==> src/rtl/ttw_pkg.sv <==
// Shared types, constants and command codes of the text terminal writer.
`default_nettype none

package ttw_pkg;

  // Screen geometry. The item fields have fixed widths, so the geometry is fixed too.
  localparam int COLUMNS = 80;
  localparam int ROWS    = 25;
  localparam int CELLS   = COLUMNS * ROWS;
  localparam int ADDR_W  = $clog2(CELLS);
  localparam int ROW_W   = 5;
  localparam int COL_W   = 7;
  localparam int CHAR_W  = 8;
  localparam int ATTR_W  = 8;
  localparam int CELL_W  = ATTR_W + CHAR_W;

  // Character codes with a meaning of their own.
  localparam logic [CHAR_W-1:0] BLANK_CHAR   = 8'h20;
  localparam logic [CHAR_W-1:0] NEWLINE_CHAR = 8'h0A;
  localparam logic [CHAR_W-1:0] RETURN_CHAR  = 8'h0D;
  localparam logic [ATTR_W-1:0] RESET_ATTR   = 8'h07;
  localparam logic [CELL_W-1:0] BLANK_CELL   = {RESET_ATTR, BLANK_CHAR};

  // Operation codes of an input item.
  localparam logic OP_PUT  = 1'b0;
  localparam logic OP_READ = 1'b1;

  // Default queue depths.
  localparam int CMD_DEPTH = 4;
  localparam int RES_DEPTH = 2;

  typedef enum logic [2:0] {
    CMD_PRINT,
    CMD_NEWLINE,
    CMD_RETURN,
    CMD_IGNORE,
    CMD_READ
  } cmd_kind_t;

  typedef enum logic [1:0] {
    ST_FILL,
    ST_RUN,
    ST_READ
  } back_state_t;

  typedef struct packed {
    logic              operation;
    logic [CHAR_W-1:0] character;
    logic [ROW_W-1:0]  read_row;
    logic [COL_W-1:0]  read_column;
  } in_item_t;

  typedef struct packed {
    logic [CELL_W-1:0] read_cell;
    logic [ROW_W-1:0]  cursor_row;
    logic [COL_W-1:0]  cursor_column;
    logic              scrolled;
  } out_item_t;

  typedef struct packed {
    cmd_kind_t         kind;
    logic [CHAR_W-1:0] character;
    logic              in_range;
    logic [ADDR_W-1:0] row_offset;
    logic [COL_W-1:0]  column;
  } cmd_t;

endpackage

`default_nettype wire

==> src/rtl/ttw_front.sv <==
// Front end: decodes each input beat into a terminal command for the back end.
`default_nettype none

module ttw_front (
  input  wire logic              push,
  input  wire logic              full,
  input  wire ttw_pkg::in_item_t in_item,
  output logic                   cmd_push,
  output ttw_pkg::cmd_t          cmd
);

  assign cmd_push = push && !full;

  always_comb begin
    cmd.character = in_item.character;
    cmd.column    = in_item.read_column;
    cmd.in_range  = (in_item.read_row < ttw_pkg::ROW_W'(ttw_pkg::ROWS)) &&
                    (in_item.read_column < ttw_pkg::COL_W'(ttw_pkg::COLUMNS));
    // The row offset is only meaningful for a cell on the screen.
    cmd.row_offset = cmd.in_range ?
                     ttw_pkg::ADDR_W'(in_item.read_row) *
                     ttw_pkg::ADDR_W'(ttw_pkg::COLUMNS) : '0;
    priority if (in_item.operation == ttw_pkg::OP_READ) begin
      cmd.kind = ttw_pkg::CMD_READ;
    end else if (in_item.character >= ttw_pkg::BLANK_CHAR) begin
      cmd.kind = ttw_pkg::CMD_PRINT;
    end else if (in_item.character == ttw_pkg::NEWLINE_CHAR) begin
      cmd.kind = ttw_pkg::CMD_NEWLINE;
    end else if (in_item.character == ttw_pkg::RETURN_CHAR) begin
      cmd.kind = ttw_pkg::CMD_RETURN;
    end else begin
      cmd.kind = ttw_pkg::CMD_IGNORE;
    end
  end

endmodule

`default_nettype wire

==> config.mk <==
export PLATFORM = sky130hd
export DESIGN_NAME = ttw_front
export DESIGN_NICKNAME = d
export VERILOG_FILES = /design/src/rtl/ttw_pkg.sv /design/src/rtl/ttw_front.sv
export SDC_FILE = /design/constraint.sdc
export NUM_CORES = 1
export LEC_CHECK = 0
export ABC_AREA = 0
export BUFFER_PORTS_ARGS = -buffer_cell sky130_fd_sc_hd__buf_2
export CAP_MARGIN = 40
export CORE_MARGIN = 3
export CORE_UTILIZATION = 32
export DETAILED_ROUTE_END_ITERATION = 8
export PLACE_DENSITY = 0.89
export SYNTH_ARGS = -nofsm -noshare
export SYNTH_HDL_FRONTEND = slang
export SYNTH_SLANG_ARGS = --single-unit
==> constraint.sdc <==
create_clock -name vclk -period 2.8
set_input_delay 0.56 -clock vclk [all_inputs]
set_output_delay 0.56 -clock vclk [all_outputs]
set_load 0.05 [all_outputs]
==> Word-level counts from Yosys, hierarchy flattened <==
Index checks and enable logic that the tools add are counted.
{ "totals": {"input_bits": 23, "output_inout_bits": 31, "regBits": 0, "wordCells": 14} }
{ "classes": {"n_lt_le_gt_ge": 3, "mux": 5, "reduce_logical": 3, "n_eq_ne": 2, "mul": 1} }
{ "op_table": {"columns": ["op", "n"], "rows": [
  ["$eq A8 B4 Y1 const B", 2],
  ["$mux W11", 1],
  ["$ge A8 B6 Y1 const B", 1],
  ["$lt A7 B7 Y1 const B", 1],
  ["$mul A5 B3 Y7 const B", 1],
  ["$lt A5 B5 Y1 const B", 1],
  ["$mux W2", 2],
  ["$mux W3", 1],
  ["$logic_and A1 B1 Y1", 2],
  ["$logic_not A1 Y1", 1],
  ["$mux W1", 1]
]} }

==> Depth between registers and ports, before layout <==
{ "logic_depth": {"depth_word": 5, "ltp_mapped": 5, "depth_no_buf": 5} }

==> Least setup slack after synthesis <==
OpenSTA, ideal clock, no wires.
{ "synth_path": {"path_type": "input to output", "from": "input port in_item[9] in the netlist's numbering", "to": "output port cmd[17] in the netlist's numbering", "t_required_ps": 2240, "path_buffers": 0, "path_slack_ps": 178, "t_arrival_ps": 2062, "cell_stages": 5, "path_cell_list": "ha_1 > ha_1 > nand3_1 > and3b_1 > nor3b_2"} }
{ "synth_lines": {"columns": ["item", "line", "source"], "rows": [
  ["start, declared", "ttw_front.sv:7", "input wire ttw_pkg::in_item_t in_item,"],
  ["end, declared", "ttw_front.sv:9", "output ttw_pkg::cmd_t cmd"]
]} }

==> metrics <==
status finished, final reports clean; vias per inst 4.89; post-route ant nets 0; GRT overflow 0; Critical Path AT ~2100 ps; hold depth 0; WL/cell 10.5 um; Pleak 0.321 nW; CTS resizes 0; n_diodes 0; period utilization 0.959; initial antenna violation count 0; Worst IR Drop VDD 0.000152 V; GRT Util Overall 0.104; Netlist cell types 20; hold_sp in_item[2]; Syn Std Cell Area about 420 um^2; Die ar. 1790 um^2; most frequent cells in the layout buf_2 (41), ha_1 (6), and3_2 (4), conb_1 (4); via count 440; post-synthesis sequential area ratio 0; switching share of total power 0.731; Sw Pwr 0.000126 W; Mapped Cells 51; sequential share of power 0; Required @ worst endpoint 2240 ps; # DRC 0; syn_area_per_cell 8.27 um^2; cts-stage hold buffer count 0; HP Class in -> out; first-pass GRT wire length 1570 um; Area contributors post-synth buf_4 (36%), ha_1 (18%), and3_2 (7.1%); cell internal pwr ~0.000047 W; row count 12; fillcell total 114; yosys warns 0; Die X 42.3 um; core area about 1200 um^2; Gate power share 1.000; Post-Layout Cell Count 90; Worst Setup Start Kind input pin; Max Slew Vio Count 0; Seq cells 0; total area of sequential cells 0 um^2; placed insts 90; Max Cap Viol 0; top cell type's share of synthesized area 0.356; Peak Freq 0.373 GHz; initial DRC count 1; largest net degree at the start of global routing 8; endpoints failing setup 0; clock network power share 0; Tmin final ~2700 ps; Crit Path Class in -> out; GP Congestion around 0.67; port bufs 42; area grow syn2layout 21.7%; Post-CTS Setup Bufs 0; Routed WL 948 um; setup TNS 0 ps; RSZ-0062 raised after global routing no; hold violation count in the final report 0; layout cells sized above 1 0.645; number of global-route vias before repair just under 400; Initial Util 0.360; Ports 54; DR pass1 iterations 4; commonest non-fill, non-tap cell in the layout buf_2; die height 42.3 um; Crit. End Element output port; Total Nets Final 108; hold slack 1120 ps; Clock buffer cells 0; area of the multi-input gates 283 um^2; largest area contributor in the synthesized netlist buf_4; crit path max fanout 3; crit path from in_item[8]; PwrDens 337 nW/um^2
-- cell families after synthesis --
logic type / Yosys count / share of synthesized area
compound gates: 6 / 0.131
xor+xnor: 1 / 0.0208
fa+ha+maj: 7 / 0.226
buf+inv: 20 / 0.356
other cells: 1 / 0.00889
simple gates: 16 / 0.258
-- Yosys cell counts (2+ instances only) --
master	instances
nor2_1	2
and3_1	2
buf_4	20
nor2b_1	2
and3_2	4
a21oi_1	2
ha_1	6
-- worst max-delay path: stages --
cell	delay, ps
buf_2	130
ha_1	300
ha_1	220
fa_1	380
xor2_1	160
and3_1	190
buf_4	190
-- routing by layer --
metal | GRT usage | wire length (um)
met1 | 0.100 | 295
met2 | 0.225 | 479
met3 | 0.0172 | 165
met4 | 0.0124 | 8
met5 | 0 | 0
-- power by group through the flow --
stage          sequential, W  clock [W]  combinational, W
5_1_grt                    0          0          0.000184
3_3_place_gp               0          0          0.000168
4_1_cts                    0          0          0.000173
3_5_place_dp               0          0          0.000173
2_1_floorplan              0          0          0.000159
6_report                   0          0          0.000173
-- final cells by class --
class              count  share of cell area
well taps             14              0.0341
repair buffers        42               0.415
multi-input cells     34               0.551
-- stage by stage --
step	worst slack [ps]	utilization	area (um^2)	power (W)
floorplan	178	-	433	0.000159
global placement	123	0.436	510	0.000168
detailed placement	75.3	0.436	510	0.000173
CTS	70.0	0.436	510	0.000173
global route	21.2	0.438	513	0.000184
finish	116	0.438	513	0.000173
-- path summary, 6_finish.rpt --
kind / end / slack, ps
max: cmd[16] / 120
min: cmd[2] / 1120
Note: power is estimated with default switching activity, not from simulation.
