===== config.mk =====
export PLATFORM = sky130hd
export DESIGN_NAME = ttw_fifo
export DESIGN_NICKNAME = d
export VERILOG_FILES = /design/src/rtl/ttw_fifo.sv
export SDC_FILE = /design/constraint.sdc
export NUM_CORES = 1
export LEC_CHECK = 0
export BUFFER_PORTS_ARGS = -buffer_cell sky130_fd_sc_hd__buf_4
export CAP_MARGIN = 30
export CELL_PAD_IN_SITES_DETAIL_PLACEMENT = 2
export CELL_PAD_IN_SITES_GLOBAL_PLACEMENT = 2
export CORE_MARGIN = 5
export CORE_UTILIZATION = 36
export CTS_CLUSTER_SIZE = 12
export DETAILED_ROUTE_END_ITERATION = 12
export GPL_TIMING_DRIVEN = 0
export PLACE_DENSITY_LB_ADDON = 0.1
export SLEW_MARGIN = 20
export SYNTH_ARGS = -nofsm -noshare
export SYNTH_HDL_FRONTEND = slang
export SYNTH_SLANG_ARGS = --single-unit

===== constraint.sdc =====
create_clock -name clk -period 3.9 [get_ports clk]
set_clock_uncertainty 0.2 [all_clocks]
set_input_delay 0.195 -clock clk [delete_from_list [all_inputs] [get_ports clk]]
set_output_delay 0.195 -clock clk [all_outputs]
set_load 0.02 [all_outputs]

===== src/rtl/ttw_fifo.sv =====
// Small register queue used between the front, the back and the result port.
`default_nettype none

module ttw_fifo #(
  parameter int WIDTH = 8,
  parameter int DEPTH = 2,
  localparam int PTR_W = (DEPTH > 1) ? $clog2(DEPTH) : 1,
  localparam int CNT_W = $clog2(DEPTH + 1)
) (
  input  wire logic             clk,
  input  wire logic             rst_n,
  input  wire logic             push,
  input  wire logic [WIDTH-1:0] wr_data,
  output logic                  full,
  input  wire logic             pop,
  output logic      [WIDTH-1:0] rd_data,
  output logic                  empty
);

  logic [WIDTH-1:0] mem_r [DEPTH];
  logic [PTR_W-1:0] wr_ptr_r, wr_ptr_nxt;
  logic [PTR_W-1:0] rd_ptr_r, rd_ptr_nxt;
  logic [CNT_W-1:0] count_r, count_nxt;
  logic             do_push;
  logic             do_pop;

  assign full    = (count_r == CNT_W'(DEPTH));
  assign empty   = (count_r == '0);
  assign do_push = push && !full;
  assign do_pop  = pop && !empty;
  assign rd_data = mem_r[rd_ptr_r];

  always_comb begin
    wr_ptr_nxt = wr_ptr_r;
    rd_ptr_nxt = rd_ptr_r;
    count_nxt  = count_r;
    if (do_push) begin
      wr_ptr_nxt = (wr_ptr_r == PTR_W'(DEPTH - 1)) ? '0 : wr_ptr_r + 1'b1;
    end
    if (do_pop) begin
      rd_ptr_nxt = (rd_ptr_r == PTR_W'(DEPTH - 1)) ? '0 : rd_ptr_r + 1'b1;
    end
    if (do_push && !do_pop) begin
      count_nxt = count_r + 1'b1;
    end else if (do_pop && !do_push) begin
      count_nxt = count_r - 1'b1;
    end
  end

  always_ff @(posedge clk) begin
    if (!rst_n) begin
      wr_ptr_r <= '0;
      rd_ptr_r <= '0;
      count_r  <= '0;
    end else begin
      wr_ptr_r <= wr_ptr_nxt;
      rd_ptr_r <= rd_ptr_nxt;
      count_r  <= count_nxt;
    end
  end

  always_ff @(posedge clk) begin
    if (do_push) begin
      mem_r[wr_ptr_r] <= wr_data;
    end
  end

endmodule

`default_nettype wire


Word level (Yosys, flattened, before mapping) --
Memories as Yosys holds them, arrays and structs flattened. A register that Yosys moved wholly into a read port is not among the register bits. Index checks and enable logic that the tools add are counted.
Operators by class: add/sub/neg operators 4, equal/unequal tests 1, multiplexer cells 8, reduce and logical (&&, ||, !) cells 10
Operators by type and width (count):
- $mux W1 | 6
- $logic_and A1 B1 Y1 | 4
- $logic_not A1 Y1 | 4
- $mux W2 | 2
- $add A1 B1 Y1 const B | 2
- $add A2 B1 Y2 const B | 1
- $eq A2 B2 Y1 const B | 1
- $logic_not A2 Y1 | 1
- $reduce_bool A2 Y1 | 1
- $sub A2 B1 Y2 const B | 1
Storage, ports and cells: register bits 4, memory bits (writable) 16, memories kept 1
Memory list:
- mem_r | depth 2, bits a word 8, read ports 1, clocked after Yosys merged registers in 1, wr ports 1, RTL line 20 | logic [WIDTH-1:0] mem_r [DEPTH];

Longest topological paths before layout --
Gate-level depths: netlist of the first run.
word-level depth 7, depth in mapped cells 7, depth with buffers taken out 7

Worst setup path before layout of the first run --
OpenSTA, ideal clock, no wires.
path type reg2reg, start point reg count_r[0], end point reg count_r[1], library setup time 0.070 ns, data arrival time 1.444 ns, path slack 2.186 ns, stages on the path, launching flop included 7, path buffers 0, period minus slack after synthesis 1.714 ns, cells stage by stage dfxtp_1 nand2b_1 inv_2 nor2_1 ha_1 or3_1 a21boi_1
Between the ends: word-level cells in the longest chain between the ends 6, elaborated cells on any way between the ends 15
Ends and longest elaborated chain:
- start: declaration | RTL line 23 | logic [CNT_W-1:0] count_r, count_nxt;
- start signal: assignment | RTL line 58 | count_r <= count_nxt;
- $eq A2 B2 Y1 * | RTL line 27 | assign full = (count_r == CNT_W'(DEPTH));
- via full | RTL line 14 | output logic full,
- $logic_not A1 Y1 * | RTL line 29 | assign do_push = push && !full;
- $logic_and A1 B1 Y1 * | RTL line 29
- $logic_not A1 Y1 | RTL line 45 | end else if (do_pop && !do_push) begin
- $logic_and A1 B1 Y1 | RTL line 45
- $reduce_bool A2 Y1 (no line)
The timed path passes the listed nets; every way through them passes the cells marked *. The select of a mux whose other input is x is not followed. A chain may end at the register's enable or synchronous reset.

Final worst setup path of the first run --
start point reg count_r[0], end point mem mem_r[0][2], enable pin
Between the ends: word-level cells in the longest chain between the ends 5
Ends and longest elaborated chain:
- $eq A2 B2 Y1 | RTL line 27
- $logic_not A1 Y1 | RTL line 29
- $logic_and A1 B1 Y1 | RTL line 29
- $mux W1 | RTL line 63 | if (do_push) begin
- $mux W1 (not written as such) | RTL line 64 | mem_r[wr_ptr_r] <= wr_data;
- end: declaration | RTL line 20
No other way between the ends.

==> metrics.md, run 1 <==
| Metric | Value |
|---|---|
| LEAKAGE | `0.000442 uW` |
| CTS root buf | `clkbuf_4` |
| Crit-path slowest cell | `nor3_2` |
| Chip Width | `57.4 um` |
| Die span in y | `57.4 um` |
| Synth warn | `0` |
| PortBufs | `21` |
| Fmax | `557 MHz` |
| Biggest fanout along the worst timing path | `9` |
| Placed Instance Area | `1000 um2` |
| Initial antenna violation count | `0` |
| Yosys cell types | `20` |
| Placer Congestion | `0.648` |
| Dpl cells | `99` |
| RSZ-0062 raised after global routing | `no` |
| Cell Pwr Density | `597 nW/um2` |
| Peak supply drop | `0.290 mV` |
| CP peak stage delay | `0.56 ns` |
| Most frequent cells in the layout | `buf_4 (21), edfxtp_1 (16), dlygate4sd3_1 (9), mux2_2 (8), dfxtp_1 (5)` |
| Cells after Synth | `50` |
| Initial Util | `37.3%` |
| Avg Synthesized Cell Area | `16.2 um2` |
| Slew @ Worst Pin | `0.733 ns` |
| Final Total Pwr | `669 uW` |
| Status | `complete, no violations` |
| Final Cycle Share | `46.1%` |
| Reg2Reg Launch Point | `count_r[0]` |
| TritonCTS Buffers | `3` |
| Fin util | `51.6%` |
| Seq cells post-synth | `21` |
| H-tree levels | `1` |
| Compound-gate portion of the synthesized area | `4.02%` |
| Largest family of logic cells by synthesized area | `multiplexers` |
| Post-synthesis adder-cell area fraction | `1.55%` |
| Post-layout nets | `98` |
| Core Rows | `17` |
| Critical path arrival | `1.53 ns` |
| Final wirelength | `1520 um` |
| Vias per cell | `4.59` |
| Fill cells | `223` |
| CTS Sinks | `21` |
| Xor/xnor share of the synthesized area | `3.25%` |
| Hold WC Path Type | `in -> reg` |
| Non-Filler Instances | `112` |
| Hold Crit Start | `push` |
| Drt pass-1 iters | `1` |
| Ports | `22` |
| First DRT Iteration DRCs | `0` |
| Worst setup SP type | `flop` |
| Post-layout min period | `1.80 ns` |
| CP startpoint | `count_r[0]` |
| Vias in the first global route | `571` |
| First-pass GRT wire length | `2390 um` |
| Most common cell after layout, fill and taps aside | `buf_4` |
| Seq/Total Area, Yosys | `71.7%` |
| Crit path buf inv count | `1` |
| Max_cap viols | `0` |
| Worst Path Required | `3.63 ns` |
| CORE AREA | `2170 um2` |
| Post-CTS sizing | `0` |
| Slew headroom | `50.8%` |
| GRT Util Overall | `9.61%` |
| Worst-path cell chain | `nand2b_1 > inv_2 > nor3_2` |
| Total congestion overflow | `0` |
| Setup crit end kind | `flop` |
| Largest net degree at the start of global routing | `13` |
| Post-route cell area | `1120 um2` |
| Mean routed wirelength per cell | `13.5 um` |
| Area grow syn2layout | `38.3%` |
| Vias | `514` |
| Clock tree buffer depth | `2` |
| Synthesized area | `810 um2` |
| CTS tree | `built` |
| Crit path kind | `reg -> reg` |
| Remaining DRCs | `0` |
| # setup viols final | `0` |
| Post-Synth Simple-Gate Area | `6.80%` |
| Die ar. | `3300 um2` |
| Clk_lat worst skew | `0.29 ns` |
| # diodes | `0` |
| Register area | `581 um2` |
| Share of layout cells above drive strength 1 | `42.9%` |
| Clock-pin slew on the worst setup and hold paths | `0.11 ns` |
| Synthesized Nets | `63` |
| Fin. Hold Viols | `0` |
| Multi-input gate area | `216 um2` |
| Antenna-violating nets left | `0` |
| Setup TNS | `0 ns` |
| Final HPWL from detailed placement | `1050 um` |
| Mux share of post-synthesis cell area | `11.1%` |
| Fin. max-slew vios | `0` |
| CP delay by family, top | `simple AND/OR/NAND/NOR gates` |
-- power breakdown --
group	internal (uW)	total [uW]	switching, uW
Sequential	286	305	19.5
Combinational	129	264	134
Clock	38.1	100	62.1
-- synth_stat cells --
library cell | instances | area, um2
edfxtp_1 | 16 | 480
xor2_1 | 1 | 8.76
xnor2_1 | 2 | 17.5
inv_2 | 1 | 3.75
o21ai_1 | 1 | 5.00
mux2_2 | 8 | 90.1
nor2_1 | 2 | 7.51
or3_1 | 1 | 6.26
ha_1 | 1 | 12.5
nor3_2 | 1 | 10.0
a21boi_1 | 1 | 7.51
buf_2 | 1 | 5.00
inv_1 | 1 | 3.75
and2_1 | 3 | 18.8
dfxtp_1 | 5 | 100
and3_1 | 1 | 6.26
o21ai_0 | 1 | 5.00
a21boi_0 | 1 | 7.51
o21a_1 | 1 | 7.51
nand2b_1 | 1 | 6.26
-- cell families after synthesis --
logic type / Yosys count
DFF: 21
and+or+nand+nor: 9
muxes: 8
AOI/OAI and AO/OA: 5
xor gates and xnor gates: 3
buffers and inverters: 3
adders and majority gates: 1
-- per-layer routing --
metal	vias up	part of all wire (%)	global-route usage, %
li1	250	-	-
met1	254	37	9.63
met3	0	3.8	2.04
met5	-	0	0
met2	10	59	19.2
met4	0	0	2.98
-- final cells by class --
cell class              instances  share of cell area (%)
multi-input cells              26                    19.3
clock buffers                   3                    2.01
repair buffers                 30                    22.1
well taps                      28                    3.13
clock inverters                 1                   0.447
flip-flops and latches         21                    51.8
inverters                       2                   0.670
plain buffers                   1                   0.447
-- metrics by stage --
| step | hold WS (ns) | worst slack (ns) |
|---|---|---|
| finish | 0.0662 | 2.10 |
| detailed placement | 0.183 | 2.07 |
| global placement | 0.181 | 2.10 |
| global route | 0.0533 | 1.97 |
| CTS | 0.0519 | 2.06 |
| floorplan | 0.0939 | 2.19 |
-- registers in the layout, summed over array words and instances, names as in the netlist, named ones only --
name	flops
mem_r	16
count_r	2
rd_ptr_r	1
wr_ptr_r	1
-- worst min-delay path: stages --
cell,delay (ns)
buf_4,0.09
a21boi_0,0.08
o21a_1,0.16
-- repair_timing --
| item | 4_1_cts | 5_1_grt |
|---|---|---|
| hold buffers | 9 | 0 |
| hold endpoints to repair | 21 | 0 |
| setup buffers | 0 | 0 |
-- path summary, 6_finish.rpt --
path / end / slack, ns / depth (start not counted)
setup / recovery: mem_r[0][2] / 2.10 / 3
hold / removal: wr_ptr_r / 0.07 / 3
setup reg to reg: mem_r[0][2] / 2.10 / 3
hold reg to reg: count_r[1] / 0.33 / 2
Note: power is estimated with default switching activity, not from simulation.
==> run 2, diff against run 1 <==
Settings changed: ABC_AREA set to 1, CORE_UTILIZATION 36 to 32.
Clock period 3.9 ns to 1.71 ns, I/O delays scaled along.
==> run 2 against run 1 <==
Flip-flop and latch count unchanged. Sequential share of layout area is 1.5 points lower. Combinational power rose by 130%. Synthesized cell count increased by 26%. Fmax grew 6.2%.
==> metrics.md, run 2 <==
| Metric | Value |
|---|---|
| Peak supply drop | `0.656 mV (+130%)` |
| RSZ-0062 raised after global routing | `yes` |
| Ports | `22 (unchanged)` |
| Clock-pin slew on the worst setup and hold paths | `0.11 ns (about the same)` |
| CTS root buf | `clkbuf_4` |
| Seq/Total Area, Yosys | `70.5% (-1.2 points)` |
| Most common cell after layout, fill and taps aside | `buf_4` |
| Slew @ Worst Pin | `0.715 ns (-0.0182 ns)` |
| LEAKAGE | `0.000476 uW (+7.7%)` |
| CTS Sinks | `21 (unchanged)` |
| Setup TNS | `0 ns (unchanged)` |
| Max_cap viols | `0 (unchanged)` |
| Final hold slack | `0.00616 ns (-0.0600 ns)` |
| Area grow syn2layout | `40.7%` |
| Hold WC Path Type | `in -> reg` |
| Status | `complete, no violations` |
| Share of layout cells above drive strength 1 | `39.8% (-3.1 points)` |
| Slew headroom | `52.1% (+1.3 points)` |
| Post-CTS Setup Bufs | `0 (unchanged)` |
| Antenna-violating nets left | `0 (unchanged)` |
| Non-Filler Instances | `128 (+14%)` |
| Worst Path Required | `1.73 ns (-1.90 ns)` |
| Critical path arrival | `1.72 ns (+0.19 ns)` |
| # setup viols final | `0 (unchanged)` |
| Async S/R FF share, synth | `0% (unchanged)` |
| Largest net degree at the start of global routing | `13 (unchanged)` |
| Remaining DRCs | `0 (unchanged)` |
| Initial Util | `33.2% (-4.1 points)` |
| Final Cycle Share | `98.9% (+53 points)` |
| Vias in the first global route | `634 (+11%)` |
| Placer Congestion | `0.623 (-3.9%)` |
| Dpl cells | `114 (+15%)` |
| Most frequent cells in the layout | `buf_4 (21), edfxtp_1 (16), nor2_1 (10), dlygate4sd3_1 (10)` |
| Clock tree buffer depth | `2 (unchanged)` |
| GRT Util Overall | `11.8% (+2.2 points)` |
| Yosys cell types | `15 (-25%)` |
| H-tree levels | `1 (unchanged)` |
| EDFF count, synth | `16 (unchanged)` |
| Drt pass-1 iters | `2 (+1)` |
| Avg Synthesized Cell Area | `13.1 um2 (-19%)` |
| Initial antenna violation count | `0 (unchanged)` |
| Clk_lat worst skew | `0.30 ns (about the same)` |
| First DRT Iteration DRCs | `10 (+10)` |
| Seq cells post-synth | `21 (unchanged)` |
| Crit path kind | `reg -> reg` |
| Biggest fanout along the worst timing path | `5 (-4)` |
| Worst setup SP type | `flop` |
| Total congestion overflow | `0 (unchanged)` |
| Most common cell in the netlist | `edfxtp_1` |
| Top_reg_cell synth | `edfxtp_1` |
| First-pass GRT wire length | `2990 um (+25%)` |
| Synth warn | `0 (unchanged)` |
| Fmax | `591 MHz (+6.2%)` |
| Mean routed wirelength per cell | `14.9 um (+9.7%)` |
| Fin. Hold Viols | `0 (unchanged)` |
| Post-layout nets | `112 (+14%)` |
| Post-synth top cells | `edfxtp_1 (16), nor2_1 (10), inv_1 (8), mux2_2 (8), nand2_1 (6)` |
| Synthesized Nets | `76 (+21%)` |
| Cells after Synth | `63 (+26%)` |
| Fin. max-slew vios | `0 (unchanged)` |
| Die ar. | `3690 um2 (+12%)` |
| # diodes | `0 (unchanged)` |
| Synthesized area | `823 um2 (+1.7%)` |
| Post-layout min period | `1.69 ns (-0.105 ns)` |
| Setup crit end kind | `flop` |
| Vias | `570 (+11%)` |
| Largest cells by area after synthesis | `edfxtp_1 (58%), dfxtp_1 (12%), mux2_2 (11%)` |
| Die span in y | `60.7 um (+5.7%)` |
| Final HPWL from detailed placement | `1290 um (+22%)` |
| Top-area cell type share of the netlist area | `58.4% (-0.99 points)` |
| Area leader, netlist | `edfxtp_1` |
| PortBufs | `21 (unchanged)` |
| Cell Pwr Density | `1330 nW/um2 (+120%)` |
| TritonCTS Buffers | `3 (unchanged)` |
| Max FFs per register | `16 (unchanged)` |
| CORE AREA | `2480 um2 (+14%)` |
| Leading registers by flop count | `mem_r: 16 flops, count_r: 2 flops` |
| Core Rows | `18 (+1)` |
| Final wirelength | `1900 um (+25%)` |
| Chip Width | `60.7 um (+5.7%)` |
| Biggest register | `mem_r` |
| Vias per cell | `4.45 (-3.0%)` |
| CTS tree | `built` |
[run 2: cell count changes after synthesis, moves of 2 or more]
cell	change
and2_1	-3
inv_1	+7
nand2_1	+6
nor2_1	+8
xnor2_1	-2
[run 2: cells by family after synthesis]
kind of cell             Yosys count  synth area share, %
multiplexers                       8                 10.9
AO/OA/AOI/OAI                      4                 2.89
adder cells (fa/ha/maj)            1                 1.52
buffers and inverters             10                 4.71
flip-flops                        21                 70.5
AND/OR/NAND/NOR                   19                 9.42
[run 2: power breakdown]
part | internal, uW | switching (uW) | total [uW] | leakage [uW]
Clock | 87.2 | 146 | 233 | 0.0000177
Combinational | 259 | 342 | 601 | 0.000267
Sequential | 657 | 52.5 | 710 | 0.000191
Total | 1000 | 541 | 1540 | 0.000476
[run 2: through the flow]
step	setup slack [ns]	utilization (%)	instance area (um2)	power [uW]
6_report	0.0187	46.8	1160	1540
3_5_place_dp	-0.0257	41.1	1020	1290
3_3_place_gp	0.00916	41.1	1020	1270
5_1_grt	-0.132	46.8	1160	1660
4_1_cts	-0.00770	46.4	1150	1540
2_1_floorplan	0.0866	-	823	1060
[run 2: final cells by class]
cell class                 count  area, um2
tap                           30       37.5
timing repair buffer          31        258
fill                         259       1320
buffer                         1       7.51
clock inverter                 1       5.00
clock buffer                   3       22.5
sequential                    21        583
inverter                       9       33.8
multi-input combinational     32        211
[run 2: worst max-delay path, stage by stage (launching register included)]
cell	delay (ns)
dfxtp_2	0.41
nor2_1	0.08
nor2_2	0.12
inv_1	0.07
ha_1	0.33
inv_1	0.08
nand3_1	0.08
nand2_1	0.06
inv_1	0.04
nor2_1	0.14
[run 2: what timing repair did]
item                       CTS  global route
hold endpoints to repair    21             0
hold buffers                10             0
cloned                       0             0
pin swaps                    0             0
resized for setup            2             2
setup endpoints to repair   17            20
[run 2: layer usage]
metal	up-vias	global-route usage, %	part of all wire, %
met5	-	0	0
met4	0	2.79	0.74
met1	273	12.3	38
met2	13	21.8	55
li1	282	-	-
met3	2	4.89	5.5
[run 2: final timing paths]
kind | from | end | slack, ns | cells past startpoint
worst max-delay path | count_r[0] | count_r[1] | 0.02 | 9
worst min-delay path | pop | flop | 0.006 | 6
worst max register to register | count_r[0] | count_r[1] | 0.02 | 9
worst min register to register | wr_ptr_r | wr_ptr_r | 0.32 | 2
